### config.mk
export PLATFORM = sky130hd
export DESIGN_NAME = scancode_line_input_core
export DESIGN_NICKNAME = d
export VERILOG_FILES = /design/src/slin_pkg.sv /design/src/scancode_line_input_core.sv /design/src/slin_decode.sv /design/src/slin_line_ctrl.sv
export SDC_FILE = /design/constraint.sdc
export NUM_CORES = 1
export LEC_CHECK = 0
export ABC_AREA = 1
export BUFFER_PORTS_ARGS = -buffer_cell sky130_fd_sc_hd__buf_2
export CAP_MARGIN = 20
export CORE_MARGIN = 1.5
export CORE_UTILIZATION = 30
export CTS_CLUSTER_DIAMETER = 50
export DETAILED_ROUTE_END_ITERATION = 8
export GPL_ROUTABILITY_DRIVEN = 0
export RECOVER_POWER = 50
export SLEW_MARGIN = 15
export SYNTH_ARGS = -nofsm -noshare
export SYNTH_HDL_FRONTEND = slang
export SYNTH_SLANG_ARGS = --single-unit
### constraint.sdc
create_clock -name clk_i -period 9.8 [get_ports clk_i]
set_input_delay 0.98 -clock clk_i [delete_from_list [all_inputs] [get_ports clk_i]]
set_output_delay 0.98 -clock clk_i [all_outputs]
set_load 0.1 [all_outputs]
### src/slin_pkg.sv
// Shared types, constants and the key translation table for the scancode line input.
// No dependencies; imported by every module of the block.
package slin_pkg;

  localparam int ScW          = 8;
  localparam int CodeW        = 7;
  localparam int CharW        = 7;
  localparam int PosW         = 8;
  localparam int CapW         = 9;
  localparam int NumCodes     = 84;
  localparam int NumKeys      = 128;
  localparam int LineDepthDef = 256;

  localparam logic [CodeW-1:0] EnterCode     = 7'h1C;
  localparam logic [CharW-1:0] BackspaceChar = 7'h08;
  localparam logic [CapW-1:0]  CapReset      = 9'd256;

  // Register addresses (word index)
  localparam logic RegLineCap = 1'b0;

  typedef enum logic [1:0] {
    EvStore = 2'd0,
    EvErase = 2'd1,
    EvEnter = 2'd2
  } event_kind_e;

  typedef struct packed {
    logic [CodeW-1:0] code;
    logic             released;
    logic             known;     // translates to a non-zero character
    logic [CharW-1:0] ch;
  } key_info_t;

  typedef struct packed {
    event_kind_e      kind;
    logic [CharW-1:0] ch;
    logic [PosW-1:0]  pos;
    logic             done;
  } line_res_t;

  localparam logic [CharW-1:0] KeyTable [NumCodes] = '{
    7'h00, 7'h00, 7'h31, 7'h32, 7'h33, 7'h34, 7'h35, 7'h36, 7'h37, 7'h38, 7'h39, 7'h30,
    7'h2d, 7'h3d,
    7'h08, 7'h09, 7'h71, 7'h77, 7'h65, 7'h72, 7'h74, 7'h79, 7'h75, 7'h69, 7'h6f, 7'h70,
    7'h5b, 7'h5d,
    7'h0a, 7'h00, 7'h61, 7'h73, 7'h64, 7'h66, 7'h67, 7'h68, 7'h6a, 7'h6b, 7'h6c, 7'h3b,
    7'h27, 7'h60,
    7'h00, 7'h5c, 7'h7a, 7'h78, 7'h63, 7'h76, 7'h62, 7'h6e, 7'h6d, 7'h2c, 7'h2e, 7'h2f,
    7'h00, 7'h2a,
    7'h00, 7'h20, 7'h00, 7'h00, 7'h00, 7'h00, 7'h00, 7'h00, 7'h00, 7'h00, 7'h00, 7'h00,
    7'h00, 7'h00,
    7'h00, 7'h37, 7'h38, 7'h39, 7'h2d, 7'h34, 7'h35, 7'h36, 7'h2b, 7'h31, 7'h32, 7'h33,
    7'h30, 7'h2e
  };

  function automatic logic [CharW-1:0] key_lookup(input logic [CodeW-1:0] code);
    logic [CharW-1:0] ch;
    ch = '0;
    if (code < CodeW'(NumCodes)) begin
      ch = KeyTable[code];
    end
    return ch;
  endfunction

endpackage

### src/scancode_line_input_core.sv
// Scancode line input: stream in raw set-1 scancodes, stream out line edit events.
// Path: an accepted scancode request goes into the input register, then its result into the
// result register. Throughput: one scancode per cycle while the event stream is not stalled;
// held marks and line index update in one pass.
// Reset: held marks and line index cleared, line capacity set to 256; no clearing pass.
// Depends on slin_pkg, slin_decode and slin_line_ctrl.
module scancode_line_input_core
  import slin_pkg::*;
#(
  parameter int LINE_DEPTH = LineDepthDef
) (
  input  logic        clk_i,
  input  logic        rst_ni,
  // APB configuration port
  input  logic        psel,
  input  logic        penable,
  input  logic        pwrite,
  input  logic [2:0]  paddr,
  input  logic [31:0] pwdata,
  output logic [31:0] prdata,
  output logic        pready,
  // scancode stream
  input  logic        s_axis_tvalid,
  output logic        s_axis_tready,
  input  logic [7:0]  s_axis_tdata,   // [7:0] scancode
  // event stream
  output logic        m_axis_tvalid,
  input  logic        m_axis_tready,
  output logic [15:0] m_axis_tdata,   // [6:0] key_char, [14:7] position, [15] zero
  output logic [1:0]  m_axis_tuser,   // [1:0] event_kind
  output logic        m_axis_tlast    // line_done
);

  logic [CapW-1:0] cap_q;
  logic            in_valid_q;
  logic [ScW-1:0]  sc_q;
  logic            take;
  key_info_t       info;
  line_res_t       res;

  // Configuration register
  always_ff @(posedge clk_i or negedge rst_ni) begin
    if (!rst_ni) begin
      cap_q <= CapReset;
    end else if (psel && penable && pwrite && (paddr[2] == RegLineCap)) begin
      cap_q <= pwdata[CapW-1:0];
    end
  end

  assign pready = 1'b1;
  assign prdata = (paddr[2] == RegLineCap) ? {{(32-CapW){1'b0}}, cap_q} : '0;

  // Input register
  assign s_axis_tready = !in_valid_q || take;

  always_ff @(posedge clk_i or negedge rst_ni) begin
    if (!rst_ni) begin
      in_valid_q <= 1'b0;
    end else if (s_axis_tready) begin
      in_valid_q <= s_axis_tvalid;
    end
  end

  always_ff @(posedge clk_i) begin
    if (s_axis_tvalid && s_axis_tready) begin
      sc_q <= s_axis_tdata;
    end
  end

  slin_decode u_decode (
    .scancode_i (sc_q),
    .info_o     (info)
  );

  slin_line_ctrl #(
    .LINE_DEPTH (LINE_DEPTH)
  ) u_line_ctrl (
    .clk_i       (clk_i),
    .rst_ni      (rst_ni),
    .req_valid_i (in_valid_q),
    .info_i      (info),
    .line_cap_i  (cap_q),
    .take_o      (take),
    .res_valid_o (m_axis_tvalid),
    .res_ready_i (m_axis_tready),
    .res_o       (res)
  );

  assign m_axis_tdata = {1'b0, res.pos, res.ch};
  assign m_axis_tuser = res.kind;
  assign m_axis_tlast = res.done;

endmodule

### src/slin_decode.sv
// Scancode decode: splits off the release bit and translates the key code.
// Depends on slin_pkg.
module slin_decode
  import slin_pkg::*;
(
  input  logic [ScW-1:0] scancode_i,
  output key_info_t      info_o
);

  logic [CharW-1:0] ch;

  assign ch = key_lookup(scancode_i[CodeW-1:0]);

  always_comb begin
    info_o.code     = scancode_i[CodeW-1:0];
    info_o.released = scancode_i[ScW-1];
    info_o.known    = (ch != '0);
    info_o.ch       = ch;
  end

endmodule

### src/slin_line_ctrl.sv
// Line state (held marks, line index) and the result register.
// Depends on slin_pkg; fed by slin_decode from the input register.
module slin_line_ctrl
  import slin_pkg::*;
#(
  parameter int LINE_DEPTH = LineDepthDef
) (
  input  logic            clk_i,
  input  logic            rst_ni,
  input  logic            req_valid_i,
  input  key_info_t       info_i,
  input  logic [CapW-1:0] line_cap_i,
  output logic            take_o,
  output logic            res_valid_o,
  input  logic            res_ready_i,
  output line_res_t       res_o
);

  localparam int IdxW = (LINE_DEPTH > 1) ? $clog2(LINE_DEPTH) : 1;
  localparam int CmpW = (IdxW + 1 > 13) ? IdxW + 1 : 13;

  logic [NumKeys-1:0] held_q, held_d;
  logic [IdxW-1:0]    idx_q, idx_d;
  logic               res_valid_q;
  line_res_t          res_q, res_d;
  logic               has_res;
  logic               fire;

  logic [CmpW-1:0] cap_ext, cap_eff, idx_ext, idx_inc, idx_dec;

  assign take_o = !res_valid_q || res_ready_i;
  assign fire   = req_valid_i && take_o;

  // Capacity clamped to 1 .. LINE_DEPTH
  assign cap_ext = CmpW'(line_cap_i);
  always_comb begin
    if (cap_ext == '0) begin
      cap_eff = CmpW'(1);
    end else if (cap_ext > CmpW'(LINE_DEPTH)) begin
      cap_eff = CmpW'(LINE_DEPTH);
    end else begin
      cap_eff = cap_ext;
    end
  end

  assign idx_ext = CmpW'(idx_q);
  assign idx_inc = idx_ext + CmpW'(1);
  assign idx_dec = idx_ext - CmpW'(1);

  always_comb begin
    held_d  = held_q;
    idx_d   = idx_q;
    has_res = 1'b0;
    res_d   = res_q;
    if (fire && info_i.known) begin
      if (info_i.released) begin
        held_d[info_i.code] = 1'b0;
      end else if (!held_q[info_i.code]) begin
        held_d[info_i.code] = 1'b1;
        res_d.ch = info_i.ch;
        if (info_i.code == EnterCode) begin
          has_res    = 1'b1;
          res_d.kind = EvEnter;
          res_d.pos  = idx_ext[PosW-1:0];
          res_d.done = 1'b1;
          idx_d      = '0;
        end else if (info_i.ch == BackspaceChar) begin
          // erase on an empty line only sets the held mark
          if (idx_q != '0) begin
            has_res    = 1'b1;
            res_d.kind = EvErase;
            res_d.pos  = idx_dec[PosW-1:0];
            res_d.done = 1'b0;
            idx_d      = idx_dec[IdxW-1:0];
          end
        end else begin
          has_res    = 1'b1;
          res_d.kind = EvStore;
          res_d.pos  = idx_ext[PosW-1:0];
          res_d.done = (idx_inc >= cap_eff);
          idx_d      = res_d.done ? '0 : idx_inc[IdxW-1:0];
        end
      end
    end
  end

  always_ff @(posedge clk_i or negedge rst_ni) begin
    if (!rst_ni) begin
      held_q      <= '0;
      idx_q       <= '0;
      res_valid_q <= 1'b0;
    end else begin
      held_q <= held_d;
      idx_q  <= idx_d;
      if (fire && has_res) begin
        res_valid_q <= 1'b1;
      end else if (res_ready_i) begin
        res_valid_q <= 1'b0;
      end
    end
  end

  always_ff @(posedge clk_i) begin
    if (fire && has_res) begin
      res_q <= res_d;
    end
  end

  assign res_valid_o = res_valid_q;
  assign res_o       = res_q;

endmodule
==> flow_metrics.env <==
export IMPL_wl_per_cell_um=14.0
export IMPL_viasPerCell=4.65
export IMPL_crit_type="register to register"
export IMPL_routed_wl_mm=28.9
export IMPL_hold_viol=0
export IMPL_grt_overflow_total=0
export IMPL_fmax_mhz=185
export IMPL_cts_setup_buffers=0
export IMPL_finalCritPeriodShare=0.552
export IMPL_r2r_setup_slack_ns=4.39
export IMPL_diodes=0
export IMPL_cp_arrival_ns=5.48
export IMPL_power_density_nw_per_um2=190
export IMPL_die_x_um=193
export IMPL_p_leak_nw=6.01
export IMPL_yosysWarnings=0
export IMPL_tns_ns=0
export IMPL_ctsResizeCount=0
export IMPL_rsz0062_at_grt="false"
export IMPL_place_hpwl_mm=17.5
export IMPL_finalNetCount=1670
export IMPL_first_pass_iters=5
export IMPL_ys_seq_area_frac=0.412
export IMPL_crit_path_start="sc_q[2]$_DFFE_PP_"
export IMPL_status="complete, but fails checks"
export IMPL_finalSetupViolCount=0
export IMPL_rows=69
export IMPL_grt_usage=0.159
export IMPL_io_pins=104
export IMPL_reg2reg_depth=11
export IMPL_peakVddDrop_mv=0.124
export IMPL_drc=0
export IMPL_grt_max_degree=90
export IMPL_final_util=0.328
export IMPL_htreeDepth=4
export IMPL_cts_tree="done"
export IMPL_cts_root_buf="clkbuf_16"
export IMPL_worstReg2RegStart="sc_q[2]$_DFFE_PP_"
export IMPL_violations="max-capacitance violations, max-slew violations"
export IMPL_hold_depth=0
export IMPL_ys_types=38
export IMPL_antenna_found_initial=0
export IMPL_maxSlewViolCount=84
export IMPL_vias=9623
export IMPL_clock_latency_ns=0.45
export IMPL_layout_cells_most_common_list="nand2_1, nor2_1, nand3_1"
export IMPL_avgSynthCellArea_um2=6.66
export IMPL_cp_start_kind="register"
export IMPL_total_power_mw=2.22
export IMPL_die_area_um2=37300
export IMPL_fin_skew_ns=0.0126
export IMPL_mappedNetlistArea_um2=10800
export IMPL_cts_inserted_buffers=17
export IMPL_period_minus_slack_ns=5.41
export IMPL_end_kind="register"
export IMPL_path_clk_slew_ns=0.08
export IMPL_postSynthCellCount=1628
export IMPL_grt_pass1_wl_mm=46.4
export IMPL_die_h_um=193
export IMPL_layout_commonest_cell="nand2_1"
export IMPL_required_ns=9.87
export IMPL_tightest_slew_ns=4.75
export IMPL_io_buffers=53
export IMPL_synthArstFlopShare=0.850
export IMPL_rr_endpoint="u_line_ctrl.res_o[3]$_DFFE_PP_"
export IMPL_ant_nets=0
export IMPL_maxCapViolCount=1
export IMPL_synth_edf_count=26
export IMPL_clock_sinks=173
export IMPL_start_util=0.305
export IMPL_layout_drive_gt1_share=0.0641
export IMPL_core_um2=35600
export IMPL_fillers=3894
export IMPL_slew_headroom=-2.17
export IMPL_holdCritPathClass="register to register"
export IMPL_cp_max_fo=89
export IMPL_holdBufCountCts=0
export IMPL_ys_ff_latch=173
export IMPL_synth_ff_type="dfrtp_1"
export IMPL_drtIter0Drc=933
export IMPL_cts_buffer_depth=2
export IMPL_area_delta_synth_final_pct=7.71
export IMPL_grt_pass1_vias=8862
layer usage:
layer / up-vias / share of wire / track usage
met2: 257 / 0.47 / 0.261
met5: - / 0 / 0
met3: 52 / 0.046 / 0.0262
met1: 4474 / 0.46 / 0.212
met4: 0 / 0.023 / 0.0530
li1: 4840 / - / -
synth_stat cells (2+ instances only):
master / number / area [um2]
nand2_1: 657 / 2470
nor2_1: 185 / 694
nand3_1: 172 / 861
inv_1: 162 / 608
dfrtp_1: 146 / 3650
clkbuf_1: 55 / 206
buf_2: 42 / 210
buf_4: 37 / 278
edfxtp_1: 26 / 781
ha_1: 25 / 313
a21oi_1: 22 / 110
o21ai_0: 14 / 70.1
inv_2: 13 / 48.8
nand4_1: 9 / 56.3
xor2_1: 9 / 78.8
nor2_2: 8 / 50.1
o21ai_1: 6 / 30.0
nand2_2: 4 / 25.0
nand3b_1: 4 / 30.0
nor4_1: 4 / 25.0
nor2_4: 3 / 33.8
nor3_1: 3 / 15.0
o211ai_1: 3 / 22.5
buf_6: 2 / 22.5
conb_1: 2 / 7.51
or2_0: 2 / 12.5
or2_2: 2 / 12.5
worst max path at each step:
stage | endpoint | cells after the start | slack [ns]
after floorplan | prdata[0] | 2 | 6.37
after global placement | u_line_ctrl.res_o[8]$_DFFE_PP_ | 11 | 4.84
after detailed placement | u_line_ctrl.res_o[0]$_SDFFCE_PN1P_ | 11 | 4.85
after CTS | u_line_ctrl.res_o[2]$_DFFE_PP_ | 11 | 4.84
after global routing | asynchronous set/reset pin | 2 | 3.73
final | u_line_ctrl.res_o[3]$_DFFE_PP_ | 11 | 4.39
stage by stage:
step | setup WS, ns | cells | instance area [um2] | hold slack [ns]
4_1_cts | 4.84 | 2069 | 11700 | 0.377
6_report | 4.39 | 2069 | 11700 | 0.372
5_1_grt | 3.73 | 2069 | 11700 | 0.391
3_5_place_dp | 4.85 | 2037 | 11100 | 0.362
3_3_place_gp | 4.84 | 2037 | 11100 | 0.359
2_1_floorplan | 6.37 | 1651 | 10900 | 0.422
final cells by class:
type	count	area, um2	share of cell area
Multi-Input combinational cell	1166	5080	0.435
Clock inverter	14	144	0.0123
Tap cell	461	577	0.0494
Inverter	175	657	0.0563
Sequential cell	173	4460	0.382
Clock buffer	18	450	0.0386
Timing Repair Buffer	62	303	0.0259
critical path, stage by stage (launching register included):
cell and delay [ns]:
edfxtp_1 0.85, inv_1 0.85, nor2_2 0.90, o21ai_1 0.15
nand2_1 0.12, nand3_1 0.15, nand2_1 0.12, nor2_2 0.06
a21oi_4 0.10, buf_4 0.76, nand2_1 0.19, nor2_2 0.75
cell families (layout without fill, tap and decap cells):
group           after synthesis  count (layout)  share of synthesized area
simple gates               1056            1056                      0.398
fa+ha+maj                    25              25                     0.0289
buf+inv                     312             269                      0.127
flops                       173             173                      0.412
compound gates               50              50                     0.0256
other cells                   2              25                   0.000693
xor+xnor                     10              10                    0.00808
power by group:
group / leakage (nW) / total [mW] / switching [mW] / internal [mW]
logic: 3.48 / 0.669 / 0.508 / 0.161
registers: 2.24 / 0.861 / 0.0566 / 0.805
clock network: 0.290 / 0.692 / 0.337 / 0.355
total: 6.01 / 2.22 / 0.901 / 1.32
No activity file was read; power rests on OpenSTA's default activity.
